### src/design/gec_pkg.sv
// ----------------------------------------------------------------------------
// gec_pkg: shared types and constants for the clip and echo effect
// Queue entry layout, mode and register codes, clip thresholds.
// ----------------------------------------------------------------------------
package gec_pkg;

	// one classified sample; for direct ops sample already holds the result
	typedef struct packed {
		logic               is_echo;
		logic signed [15:0] sample;
		logic               last;
	} gec_entry_t;

	localparam logic [1:0] MODE_BYPASS     = 2'd0;
	localparam logic [1:0] MODE_OVERDRIVE  = 2'd1;
	localparam logic [1:0] MODE_DISTORTION = 2'd2;
	localparam logic [1:0] MODE_ECHO       = 2'd3;

	localparam logic REG_EFFECT_MODE  = 1'b0;
	localparam logic REG_DELAY_LENGTH = 1'b1;

	localparam logic [1:0]  EFFECT_MODE_RESET  = MODE_BYPASS;
	localparam logic [14:0] DELAY_LENGTH_RESET = 15'd14400;

	localparam logic signed [16:0] SOFT_KNEE  = 17'sd8000;
	localparam logic signed [16:0] HARD_KNEE  = 17'sd3000;
	localparam logic signed [15:0] HARD_LIMIT = 16'sd12000;

	localparam logic signed [15:0] SAMPLE_MAX = 16'sh7FFF;
	localparam logic signed [15:0] SAMPLE_MIN = 16'sh8000;

	localparam int QUEUE_DEPTH = 2;

endpackage

### src/design/gec_queue.sv
// ----------------------------------------------------------------------------
// gec_queue: request queue between classifier and echo engine
// Small FIFO so each side can stall on its own.
// ----------------------------------------------------------------------------
module gec_queue (
	input  logic                clk,
	input  logic                arst_n,
	input  logic                push,
	input  gec_pkg::gec_entry_t push_entry,
	output logic                full,
	input  logic                pop,
	output logic                head_valid,
	output gec_pkg::gec_entry_t head_entry
);

	localparam int PTRW = (gec_pkg::QUEUE_DEPTH > 1) ? $clog2(gec_pkg::QUEUE_DEPTH) : 1;
	localparam int CNTW = $clog2(gec_pkg::QUEUE_DEPTH + 1);

	gec_pkg::gec_entry_t entries_q [gec_pkg::QUEUE_DEPTH];
	logic [PTRW-1:0] wr_ptr_q;
	logic [PTRW-1:0] rd_ptr_q;
	logic [CNTW-1:0] count_q;

	assign full       = (count_q == CNTW'(gec_pkg::QUEUE_DEPTH));
	assign head_valid = (count_q != '0);
	assign head_entry = entries_q[rd_ptr_q];

	always_ff @(posedge clk) begin
		if (push) begin
			entries_q[wr_ptr_q] <= push_entry;
		end
	end

	always_ff @(posedge clk or negedge arst_n) begin
		if (!arst_n) begin
			wr_ptr_q <= '0;
			rd_ptr_q <= '0;
			count_q  <= '0;
		end else begin
			if (push) begin
				wr_ptr_q <= (wr_ptr_q == PTRW'(gec_pkg::QUEUE_DEPTH - 1)) ? '0 : wr_ptr_q + 1'b1;
			end
			if (pop) begin
				rd_ptr_q <= (rd_ptr_q == PTRW'(gec_pkg::QUEUE_DEPTH - 1)) ? '0 : rd_ptr_q + 1'b1;
			end
			if (push && !pop) begin
				count_q <= count_q + 1'b1;
			end else if (pop && !push) begin
				count_q <= count_q - 1'b1;
			end
		end
	end

endmodule

### config.mk
export PLATFORM = sky130hd
export DESIGN_NAME = gec_queue
export DESIGN_NICKNAME = d
export VERILOG_FILES = /design/src/design/gec_pkg.sv /design/src/design/gec_queue.sv
export SDC_FILE = /design/constraint.sdc
export NUM_CORES = 1
export LEC_CHECK = 0
export BUFFER_PORTS_ARGS = -buffer_cell sky130_fd_sc_hd__buf_4
export CORE_ASPECT_RATIO = 1.2
export CORE_MARGIN = 4
export CORE_UTILIZATION = 45
export DETAILED_ROUTE_END_ITERATION = 10
export GPL_ROUTABILITY_DRIVEN = 1
export PLACE_DENSITY = 0.7
export REMOVE_ABC_BUFFERS = 1
export SLEW_MARGIN = 40
export SYNTH_ARGS = -nofsm -noshare
export SYNTH_HDL_FRONTEND = slang
export SYNTH_SLANG_ARGS = --single-unit
export TNS_END_PERCENT = 5
### constraint.sdc
create_clock -name clk -period 2.1 [get_ports clk]
set_clock_uncertainty 0.15 [all_clocks]
set_input_delay 0.42 -clock clk [delete_from_list [all_inputs] [get_ports clk]]
set_output_delay 0.42 -clock clk [all_outputs]
set_load 0.1 [all_outputs]
==> flow_metrics.tcl <==
set metrics [dict create \
    drive_gt1_frac 0.584 \
    antenna_found_initial 0 \
    clockBufferDepth 2 \
    syn_area_sq_um 1540 \
    r2r-start "wr_ptr_q$_DFFE_PN0P_" \
    cp_cell_sequence "buf_6 > mux2_2 > buf_4" \
    tritoncts "done" \
    final_design_area_no_fill_sq_um 2000 \
    dpl.hpwl_mm 1.89 \
    antenna-diode-count 0 \
    avgRoutedWirePerCell_um 15.8 \
    worst-path-max-fanout 13 \
    dpl.cell_count 153 \
    r2r-end "entries_q[0][7]$_DFFE_PP_" \
    rows 23 \
    fp.dieW_um 61.4 \
    drt_iter0_markers 20 \
    max_stage_delay_ps 370 \
    final_hold_viol_count 0 \
    route.top_layer_used "met4" \
    ant_nets 0 \
    grt_max_degree 19 \
    drv_cap 0 \
    drc 0 \
    min_from "pop" \
    io_pins 42 \
    grt_pass1_vias 873 \
    path_class "flop to primary output" \
    overflow 0 \
    clock-root-buffer "clkbuf_8" \
    setup_viol 0 \
    coreArea_sq_um 3310 \
    hold_end "rd_ptr_q$_DFFE_PN0P_" \
    wirelength_mm 2.55 \
    area_growth_pct 29.9 \
    ff2ff_setup_slack_ps 850 \
    htreeDepth 2 \
    dieArea_sq_um 4420 \
    grt_pass1_wl_mm 3.85 \
    grtUsageTotal 0.125 \
    viasPerCell 4.92 \
    cp_top_family "buffers and inverters" \
    yosys.area.top_type_share 0.703 \
    synth_area_leader_cell "edfxtp_1" \
    final_cell_count_no_fill 162 \
    drt_first_pass_iters 6 \
    dpl-instance-area_sq_um 1900 \
    slew_headroom 0.812 \
    worst_setup_path_end_kind "primary output" \
    tightest_slew_ps 284 \
    numCtsBuffers 5 \
    start_util 0.465 \
    route.met3.wl_um 177 \
    synth-seq-cells 40 \
    cp-start-kind "flop" \
    rsz0062_at_grt "false" \
    r2r_cells 2 \
    finalCritPeriodShare 0.956 \
    ys_top_cells_by_area "edfxtp_1 70%, mux2_4 8.8%, mux2_2 6.6%, dfrtp_1 6.5%, xor2_1 2.3%" \
    netlist_instances 72 \
    arrival_ps 1440 \
    vias 797 \
    ys_seq_area_frac 0.768 \
    period_minus_slack_ps 2010 \
    cts_num_sinks 40 \
    path_clk_slew_ps 70 \
    crit_path_top_delay_cell "dfrtp_1" \
    wl_met1_um 877 \
    min_path_cells 2 \
    cp_num_buf_inv 2 \
    port_buffers 41 \
    min_path_type "input port to flop" \
    die_h_um 72.0 \
    place_congestion 0.689 \
    synth.avg_cell_area_sq_um 21.4 \
    fmax_mhz 498 \
    nets 147 \
    worstSkewPairLatency_ps 280 \
    yosysUniqueCellTypes 14 \
    wl_met2_mm 1.44 \
    maxSlewViolCount 0 \
    cp_data_required_time_ps 1530 \
    status "complete, no violations" \
    fillCellCount 251 \
    yosys_warnings 0 \
]
[repair_timing]
item / in CTS / in global routing
buffers inserted: 0 / 0
hold endpoints to repair: 4 / 0
gates resized for setup: 0 / 1
endpoints found under the setup margin: 0 / 7
hold buffers: 1 / 0
[layout by cell type (no fill, tap or decap)]
| cell | synthesis | final |
|---|---|---|
| buf_6 | 1 | 1 |
| nor2b_1 | 2 | 1 |
| buf_4 | 0 | 45 |
| mux2_4 | 9 | 9 |
| dfrtp_1 | 4 | 4 |
| edfxtp_1 | 36 | 36 |
| clkinv_2 | 0 | 2 |
| ha_1 | 1 | 1 |
| mux2_2 | 9 | 9 |
| nor2b_2 | 0 | 1 |
| nor2_1 | 1 | 1 |
| xor2_1 | 4 | 4 |
| xnor2_1 | 1 | 1 |
| dlygate4sd3_1 | 0 | 1 |
| or2_2 | 1 | 1 |
| and2_1 | 1 | 1 |
| clkbuf_8 | 0 | 5 |
| inv_1 | 1 | 1 |
| clkinv_1 | 0 | 1 |
[synthesized netlist by cell type (all sizes together)]
master	number
or2	1
nor2b	2
xnor2	1
dfrtp	4
inv	1
edfxtp	36
and2	1
mux2	18
nor2	1
buf	2
ha	1
xor2	4
[metal layers]
metal,global-route usage,vias up
met5,0,-
met4,0.0778,0
met3,0.0409,4
met2,0.218,25
met1,0.124,394
li1,-,374
[state kept, by name, summed over array words and instances (netlist names)]
register and flops:
rd_ptr_q 1, count_q 2, entries_q 36, wr_ptr_q 1
[stage by stage]
stage	TNS, ps	util	hold slack, ps	setup WS [ps]
after floorplan	-219	-	-25.6	-219
after global placement	0	0.574	67.8	379
after detailed placement	0	0.574	70.6	357
after CTS	0	0.602	156	42.8
after global routing	0	0.603	150	18.6
final	0	0.603	165	93.2
[worst register-to-register path, cell delays in order, from the launching register on]
cell and delay (ps):
dfrtp_1 410, nor2b_2 110, buf_4 270
[cell families (layout without fill, tap and decap cells)]
| logic type | count (synthesis) | count (layout) | synth area share |
|---|---|---|---|
| buffers and inverters | 3 | 56 | 0.0228 |
| muxes | 18 | 18 | 0.154 |
| adders and majority gates | 1 | 1 | 0.00814 |
| xor gates and xnor gates | 5 | 5 | 0.0285 |
| and+or+nand+nor | 5 | 5 | 0.0187 |
| DFF | 40 | 40 | 0.768 |
[worst max path at each step]
stage | startpoint | to | cells after the start
finish | rd_ptr_q$_DFFE_PN0P_ | head_entry[17] | 3
global route | rd_ptr_q$_DFFE_PN0P_ | head_entry[17] | 3
CTS | rd_ptr_q$_DFFE_PN0P_ | head_entry[17] | 3
detailed placement | rd_ptr_q$_DFFE_PN0P_ | head_entry[17] | 3
global placement | rd_ptr_q$_DFFE_PN0P_ | head_entry[17] | 3
floorplan | count_q[0]$_DFFE_PN0P_ | full | 1
[final cells by class]
class	instances	area, sq um	area share
tap	37	46.3	0.0232
inverter	1	3.75	0.00188
sequential	40	1180	0.591
timing repair buffer	47	359	0.180
clock inverter	3	13.8	0.00689
multi-input combinational	29	324	0.162
clock buffer	5	68.8	0.0345
Power is left out: the tool's default activity adds up to more than one toggle a clock period on the data nets, which glitch-free logic cannot reach.
