<file path="config.mk">
export PLATFORM = sky130hd
export DESIGN_NAME = gec_front
export DESIGN_NICKNAME = d
export VERILOG_FILES = /design/src/design/gec_pkg.sv /design/src/design/gec_front.sv
export SDC_FILE = /design/constraint.sdc
export NUM_CORES = 1
export LEC_CHECK = 0
export ABC_AREA = 1
export BUFFER_PORTS_ARGS = -buffer_cell sky130_fd_sc_hd__clkbuf_2
export CORE_MARGIN = 2
export CORE_UTILIZATION = 41
export DETAILED_ROUTE_END_ITERATION = 8
export PLACE_DENSITY = 0.67
export REMOVE_ABC_BUFFERS = 1
export SETUP_SLACK_MARGIN = 0.02
export SLEW_MARGIN = 20
export SYNTH_ARGS = -nofsm -noshare
export SYNTH_HDL_FRONTEND = slang
export SYNTH_SLANG_ARGS = --single-unit
</file>
<file path="constraint.sdc">
create_clock -name vclk -period 5.4
set_input_delay 1.08 -clock vclk [all_inputs]
set_output_delay 1.08 -clock vclk [all_outputs]
set_load 0.02 [all_outputs]
</file>
<file path="src/design/gec_pkg.sv">
// ----------------------------------------------------------------------------
// gec_pkg: shared types and constants for the clip and echo effect
// Queue entry layout, mode and register codes, clip thresholds.
// ----------------------------------------------------------------------------
package gec_pkg;

	// one classified sample; for direct ops sample already holds the result
	typedef struct packed {
		logic               is_echo;
		logic signed [15:0] sample;
		logic               last;
	} gec_entry_t;

	localparam logic [1:0] MODE_BYPASS     = 2'd0;
	localparam logic [1:0] MODE_OVERDRIVE  = 2'd1;
	localparam logic [1:0] MODE_DISTORTION = 2'd2;
	localparam logic [1:0] MODE_ECHO       = 2'd3;

	localparam logic REG_EFFECT_MODE  = 1'b0;
	localparam logic REG_DELAY_LENGTH = 1'b1;

	localparam logic [1:0]  EFFECT_MODE_RESET  = MODE_BYPASS;
	localparam logic [14:0] DELAY_LENGTH_RESET = 15'd14400;

	localparam logic signed [16:0] SOFT_KNEE  = 17'sd8000;
	localparam logic signed [16:0] HARD_KNEE  = 17'sd3000;
	localparam logic signed [15:0] HARD_LIMIT = 16'sd12000;

	localparam logic signed [15:0] SAMPLE_MAX = 16'sh7FFF;
	localparam logic signed [15:0] SAMPLE_MIN = 16'sh8000;

	localparam int QUEUE_DEPTH = 2;

endpackage

</file>
<file path="src/design/gec_front.sv">
// ----------------------------------------------------------------------------
// gec_front: sample classifier
// Applies the clip modes directly and tags delay-mode samples for the
// echo engine while the delay length is nonzero.
// ----------------------------------------------------------------------------
module gec_front (
	input  logic               [1:0]  effect_mode,
	input  logic                      delay_off,
	input  logic signed        [15:0] sample_in,
	input  logic                      last_in_buffer,
	output gec_pkg::gec_entry_t       entry
);

	logic signed [16:0] s_ext;
	logic signed [16:0] excess;
	logic signed [16:0] soft_val;
	logic signed [15:0] soft_res;
	logic signed [15:0] hard_res;

	assign s_ext = {sample_in[15], sample_in};

	// excess over the knee, quartered toward zero
	always_comb begin
		excess   = '0;
		soft_val = s_ext;
		if (s_ext > gec_pkg::SOFT_KNEE) begin
			excess   = s_ext - gec_pkg::SOFT_KNEE;
			soft_val = gec_pkg::SOFT_KNEE + (excess >>> 2);
		end else if (s_ext < -gec_pkg::SOFT_KNEE) begin
			excess   = s_ext + gec_pkg::SOFT_KNEE + 17'sd3;
			soft_val = (excess >>> 2) - gec_pkg::SOFT_KNEE;
		end
	end

	assign soft_res = soft_val[15:0];

	always_comb begin
		if (s_ext > gec_pkg::HARD_KNEE) begin
			hard_res = gec_pkg::HARD_LIMIT;
		end else if (s_ext < -gec_pkg::HARD_KNEE) begin
			hard_res = -gec_pkg::HARD_LIMIT;
		end else begin
			hard_res = {sample_in[13:0], 2'b00};
		end
	end

	always_comb begin
		entry.last    = last_in_buffer;
		entry.is_echo = 1'b0;
		entry.sample  = sample_in;
		case (effect_mode)
			gec_pkg::MODE_OVERDRIVE: begin
				entry.sample = soft_res;
			end
			gec_pkg::MODE_DISTORTION: begin
				entry.sample = hard_res;
			end
			gec_pkg::MODE_ECHO: begin
				entry.is_echo = !delay_off;
			end
			default: begin
				entry.sample = sample_in;
			end
		endcase
	end

endmodule

</file>
==> results.md, run 1 <==
- The flow ran to the end, and the final reports show no timing, DRC or antenna violations.
- The starting DRC count in detailed routing is between 100 and 150.
- The standard cell area after detailed placement is slightly below 2000 sq um.
- The average via count per standard cell is around 5.8.
- The number of endpoints failing setup at the final stage is 0.
- For the pin with the worst max-slew slack, the measured transition is between 0.5 and 0.6 ns.
- With fillers left out, the area of the finished cells amounts to between 1500 and 2000 sq um.
- After detailed routing, the total wire length is 5.99 mm.
- The maximum frequency from static timing analysis is around 220 MHz.
- The worst setup path category is input port to primary output.
- The remaining antenna violation count is 0.
- The detailed-route via count is around 2400.
- Pin placement for this block handled 38 I/O pins.
- Setup repair after global routing left no endpoint under its margin.
- The count of buffers added by post-CTS timing repair for setup is 0.
- The count of input and output buffers is 36.
- The initial core utilization is 42.0%.
- The first global-routing pass estimated 10.1 mm of wire.
- The layout-stage area growth over the synthesis result is 8.89%.
- After synthesis, the most frequently instantiated cells are nand2_1 (90), inv_1 (40), nand3_1 (32), nor2_1 (28), a21oi_1 (22).
- The share of final-layout standard cells stronger than drive strength 1 is about a fifth.
- The antenna cell count is 0.
- In the post-synthesis netlist, the biggest area contributors are nand2_1 (19%), nand3_1 (8.8%), inv_1 (8.3%), ha_1 (6.2%), a21oi_1 (6.1%).
- The number of rows in the core area is 24.
- The share of the Yosys chip area taken by registers is 0%.
- Max-cap violations in this run came to 0.
- The worst setup path is launched from an input port.
- The layout sequential cell count is 0.
- The synthesized design spends more area on one cell type than any other, namely nand2_1.
- At the end of routability-driven placement, the weighted congestion stood at around 0.92.
- The count of endpoints failing hold in the final timing report was 0.
- Global routing used between 20% and 30% of the available tracks.
- Along the worst path, the maximum fanout reaches 8.
- The post-route DRC violation count is 0.
- The final-layout worst hold slack is around 2.2 ns.
- The die outline area is roughly 5000 sq um.
- The number of global-route vias before repair was around 2100.
- In the synthesized netlist, the number of instances is 341.
- The average instance in the mapped netlist occupies approximately 5.3 sq um.
- After global routing the overflow that remains totals 0.
- The area share of the largest cell type after synthesis is a little under a fifth.
- The number of max-slew violations in the final report is 0.
- The total of warnings raised by yosys is 0.
- The count of nets after finishing is about 400.
- Measured along the y axis, the die boundary spans 70.5 microns.
- The analysis attributes to cell leakage a power of 0.977 nW.
- The detailed-route wire length per cell is roughly 14 microns.
- The type of destination of the critical path is a primary output.
- The path class of the tightest hold or removal check is input port to primary output.
- The die is ~71 microns wide.
- The maximum vdd drop is 0.0527 mV.
- At the worst endpoint, the arrival time is around 3.4 ns.
- The number of clock buffers in the layout is 0.
- The number of placed instances with taps included is 416.
- Power spread over the standard cell area amounts to approximately 100 nW/um^2.
- The pin count of the biggest net entering global routing is 23.
- The number of antenna violations at the first check in global routing is 0.
- In this run, distinct cell masters in the synthesized netlist total 38.
- The data required time of the worst path is between 4 and 5 ns.
- Hold repair after CTS inserted 0 buffers.
- The number of detailed-routing iterations run before antenna repair is 5.
- The total negative slack for setup checks is 0 ns.
- The worst pin sits at a relative slew slack of 64.0%.
- The worst path in the final design needs a cycle of roughly 4.5 ns, including I/O delays and setup.
- The synthesized area is about 1800 sq um.
- In the final layout, flip-flops and latches occupy 0 sq um.
- The half-perimeter wire length of the detailed placement result is 4.70 mm.
- The post-cts repair resize count is 0.
- In the finished design, the share of the clock period the worst path needs comes to between 80% and 90%.
- The leading cell type by number of instances after synthesis is nand2_1.
- Excluding fillers, the count of instances in the completed layout stands at around 420.
- The core area is between 4000 and 5000 sq um.
[per-stage QoR]
step	util (%)	power (mW)	setup slack [ns]
global route	45.7	0.228	0.591
floorplan	-	0.137	1.33
finish	45.7	0.207	0.922
detailed placement	45.7	0.203	0.943
global placement	45.7	0.201	1.03
CTS	45.7	0.204	0.935
[path summary, 6_finish.rpt]
check,from,end,slack [ns],cells after the start
max,sample_in[6],entry[11],0.92,16
min,last_in_buffer,entry[0],2.16,0
[cell type report]
class / count / area [sq um]
fillers: 501 / 2350
inverters: 47 / 176
multi-input cells: 280 / 1550
well taps: 52 / 65.1
repair buffers: 37 / 188
[worst max-delay path, stage by stage]
cell      delay [ns]
clkbuf_2        0.17
inv_2           0.15
ha_1            0.16
inv_1           0.03
nor2_1          0.15
nand2_2         0.11
nand2_1         0.11
xor2_2          0.10
ha_1            0.23
nand3b_1        0.19
nor2_2          0.17
xor2_1          0.09
o21ai_0         0.15
nand3_1         0.09
a21oi_1         0.20
clkbuf_2        0.20
[layout by cell type (no fill, tap or decap), types with 4 or more instances in the layout]
cell	synthesis	layout
nand2_2	4	4
ha_1	9	9
nor2_2	12	12
xor2_1	5	5
a31oi_1	6	6
nand4_1	6	6
o21ai_0	14	14
inv_2	6	6
a21oi_2	4	4
inv_1	40	40
nand3_1	32	32
a22oi_1	5	5
nor3_1	8	8
nand2_1	90	90
nor2_1	28	28
a21oi_1	22	22
clkbuf_2	0	36
o211ai_1	9	9
[kinds of logic (layout without fill, tap and decap cells)]
| group | after synthesis | in the layout | share of synthesized area (%) |
|---|---|---|---|
| AO/OA/AOI/OAI | 72 | 72 | 25.3 |
| AND/OR/NAND/NOR | 190 | 190 | 48.6 |
| XOR/XNOR | 9 | 9 | 5.17 |
| buffers and inverters | 61 | 84 | 14.7 |
| adder cells (fa/ha/maj) | 9 | 9 | 6.20 |
[metal layers]
layer,global-route usage (%),share of wire [%]
met1,33.7,44
met2,39.9,45
met3,1.28,8.1
met4,7.76,2.9
met5,0,0
[power breakdown]
| part | total (mW) | internal [mW] | switching (mW) | leakage, nW |
|---|---|---|---|---|
| logic | 0.207 | 0.0646 | 0.143 | 0.977 |
| clock network | 0 | 0 | 0 | 0 |
| registers | 0 | 0 | 0 | 0 |
Note: power is estimated with default switching activity, not from simulation.
==> run 2: changes to the inputs <==
PLACE_DENSITY = 0.69   (was 0.67)
clock period = 4 ns   (was 5.4 ns; I/O delays follow)
==> results.md, run 2 (same netlist as run 1, synthesis figures left out) <==
- Outcome: complete, no violations (unchanged).
- The starting DRC count in detailed routing is 202 (was 149).
- The maximum vdd drop is 0.0732 mV (was 0.0527 mV).
- The met3 capacity usage during global routing is 0.997% (was 1.28%).
- The overall overflow remaining after global route was 0 (unchanged).
- The post-route DRC violation count is 0 (unchanged).
- The worst setup slack after layout is 0.221 ns (was 0.922 ns).
- The horizontal extent of the die is 70.5 microns (unchanged).
- The longest individual stage delay on the worst path is 0.23 ns (about the same).
- The weighted congestion reported at the end of routability-driven placement is 0.962 (was 0.921).
- The hold buffer count at cts came to 0 (unchanged).
- The antenna cell count was 0 (unchanged).
- The cell area after layout came to 2030 sq um (was 1980 sq um).
- The remaining antenna violation count is 0 (unchanged).
- The detailed-route wire length per cell is 14.1 microns (was 14.4 microns).
- The worst min-delay path class is input port to primary output (unchanged).
- Cell-by-cell listing of the critical path: buf_2 -> ha_1 -> inv_1 -> nor2_1 -> nand2_2 -> nand2_1 -> xor2_2 -> ha_1 -> nand3b_1 -> nor2_4 -> xor2_1 -> o21ai_0 -> nand3_1 -> a21oi_1 -> clkbuf_2 (was clkbuf_2 -> inv_2 -> ha_1 -> inv_1 -> nor2_1 -> nand2_2 -> nand2_1 -> xor2_2 -> ha_1 -> nand3b_1 -> nor2_2 -> xor2_1 -> o21ai_0 -> nand3_1 -> a21oi_1 -> clkbuf_2).
- The worst setup path category was input port to primary output (unchanged).
- The global routing usage on met1 is 31.3% (was 33.7%).
- The highest fanout seen on the critical path was 8 (unchanged).
- The shortest period the worst path allows is ~3.8 ns.
- The standard cell area after detailed placement is 2020 sq um (was 1980 sq um).
- The share of final-layout standard cells stronger than drive strength 1 was 21.9% (was 20.6%).
- The total negative slack for setup checks is 0 ns (unchanged).
- The start point of the worst hold path is last_in_buffer (unchanged).
- The filler cell count was 477 (was 501).
- The pin count of the biggest net entering global routing is 18 (was 23).
- The worst slew slack as a fraction of its limit was 60.6% (was 64.0%).
- The die outline area is 4980 sq um (unchanged).
- The total power density per cell area came to 141 nW/um^2 (was 105 nW/um^2).
- The global router's overall resource usage was 23.3% (was 24.1%).
- The final core utilization came to 46.9% (was 45.7%).
- The layout-stage area growth over the synthesis result is 11.6% (was 8.89%).
- The startpoint type of the worst setup path is an input port (unchanged).
- The number of cells traversed by the worst hold path is 0 (unchanged).
- The multi-input gate area in the final layout was 1550 sq um (about the same).
- The number of placed instances with taps included is 422 (was 416).
- The most frequent standard cell in the layout excluding fill and tap cells is nand2_1 (unchanged).
- The type of destination of the critical path was a primary output (unchanged).
- The end point of the most critical hold path is entry[0] (unchanged).
- The number of top-level design ports is 38 (unchanged).
- The most heavily used metal layer in global routing is met2 (unchanged).
- The worst setup slack after placement is 0.231 ns (was 0.943 ns).
- The number of rows in the core area is 24 (unchanged).
- The final clock period utilization by the worst path is between 90% and 100%.
- The height of the die is 70.5 microns (unchanged).
- The sequential cell area in the final layout came to 0 sq um (unchanged).
- The detailed-route via count came to 2421 (was 2392).
- The half-perimeter wire length of the detailed placement result is 4.72 mm (was 4.70 mm).
- The global routing usage on met2 is 41.1% (was 39.9%).
- Setup repair after global routing missed its margin: false (unchanged).
- The number of detailed-routing iterations run before antenna repair is 6 (was 5).
- The initial core utilization is 42.0% (unchanged).
- The static leakage power is 1.01 nW (was 0.977 nW).
- The count of endpoints failing hold in the final timing report is 0 (unchanged).
- The core area is 4320 sq um (unchanged).
- The number of max-slew violations in the final report was 0 (unchanged).
- By instance count, the cell type seen most on the critical path is ha_1.
- The number of endpoints failing setup at the final stage is 0 (unchanged).
- The data required time of the worst path came to 3.20 ns (was 4.32 ns).
- The number of clock buffers in the layout came to 0 (unchanged).
- The layout sequential cell count is 0 (unchanged).
- The first-pass GRT wire length was 9.83 mm (was 10.1 mm).
- The number of global-route vias before repair is 2137 (was 2130).
- The non-filler instance count after layout came to 422 (was 416).
- The cell type of the slowest stage on the worst timing path is xor2_2 (was ha_1).
- The number of max-cap violations is 0 (unchanged).
- The routed wire length came to 5.93 mm (was 5.99 mm).
- The transition time of the tightest slew-check pin came to 0.591 ns (was 0.536 ns).
- The arrival time of the worst setup path is 2.98 ns (was 3.40 ns).
- The count of input and output buffers was 36 (unchanged).
- The count of nets after finishing is 401 (was 395).
- The maximum frequency from static timing analysis is around 260 MHz.
- Commonest non-fill, non-tap cells in the layout: nand2_1 (90), inv_1 (40), clkbuf_2 (35) (was nand2_1 (90), inv_1 (40), clkbuf_2 (36)).
- The number of antenna violations at the first check in global routing is 0 (unchanged).
- The average via count per standard cell is 5.74 (was 5.75).
run 2: cell types whose count changed in the layout (fill, tap and decap cells not counted), sizes merged:
cell / delta
buf: +7
clkbuf: -1
run 2: how the worst max path moves through the flow:
stage	start	end
finish	sample_in[7]	entry[11]
global route	sample_in[6]	entry[11]
CTS	sample_in[7]	entry[15]
detailed placement	sample_in[7]	entry[15]
global placement	sample_in[7]	entry[13]
floorplan	sample_in[6]	entry[13]
run 2: metrics by stage:
step | power [mW] | hold WS [ns]
after floorplan | 0.185 | 1.60
after global placement | 0.276 | 1.60
after detailed placement | 0.278 | 1.60
after CTS | 0.279 | 1.60
after global routing | 0.314 | 1.60
final | 0.286 | 1.60
run 2: final cells by class:
cell class / count / share of cell area, %
timing repair buffer: 43 / 11.5
multi-input combinational: 280 / 76.6
tap: 52 / 3.21
inverter: 47 / 8.70
run 2: power breakdown:
part / internal, mW / switching [mW] / total (mW)
logic: 0.0920 / 0.194 / 0.286
registers: 0 / 0 / 0
clock network: 0 / 0 / 0
total: 0.0920 / 0.194 / 0.286
run 2: repair_timing:
action	4_1_cts	5_1_grt
endpoints found under the setup margin	0	3
buffers inserted	0	0
resized for setup	0	2
run 2: routing by layer:
layer	part of all wire [%]	up-vias
met5	0	-
li1	-	1192
met3	7.2	16
met1	43	1078
met2	47	135
met4	2.6	0
run 2: critical path, delay by kind of cell:
| kind | cells | cell delay (ns) |
|---|---|---|
| AO/OA/AOI/OAI | 2 | 0.31 |
| buffers and inverters | 3 | 0.41 |
| XOR/XNOR | 2 | 0.37 |
| AND/OR/NAND/NOR | 6 | 0.71 |
| adder cells (fa/ha/maj) | 2 | 0.37 |
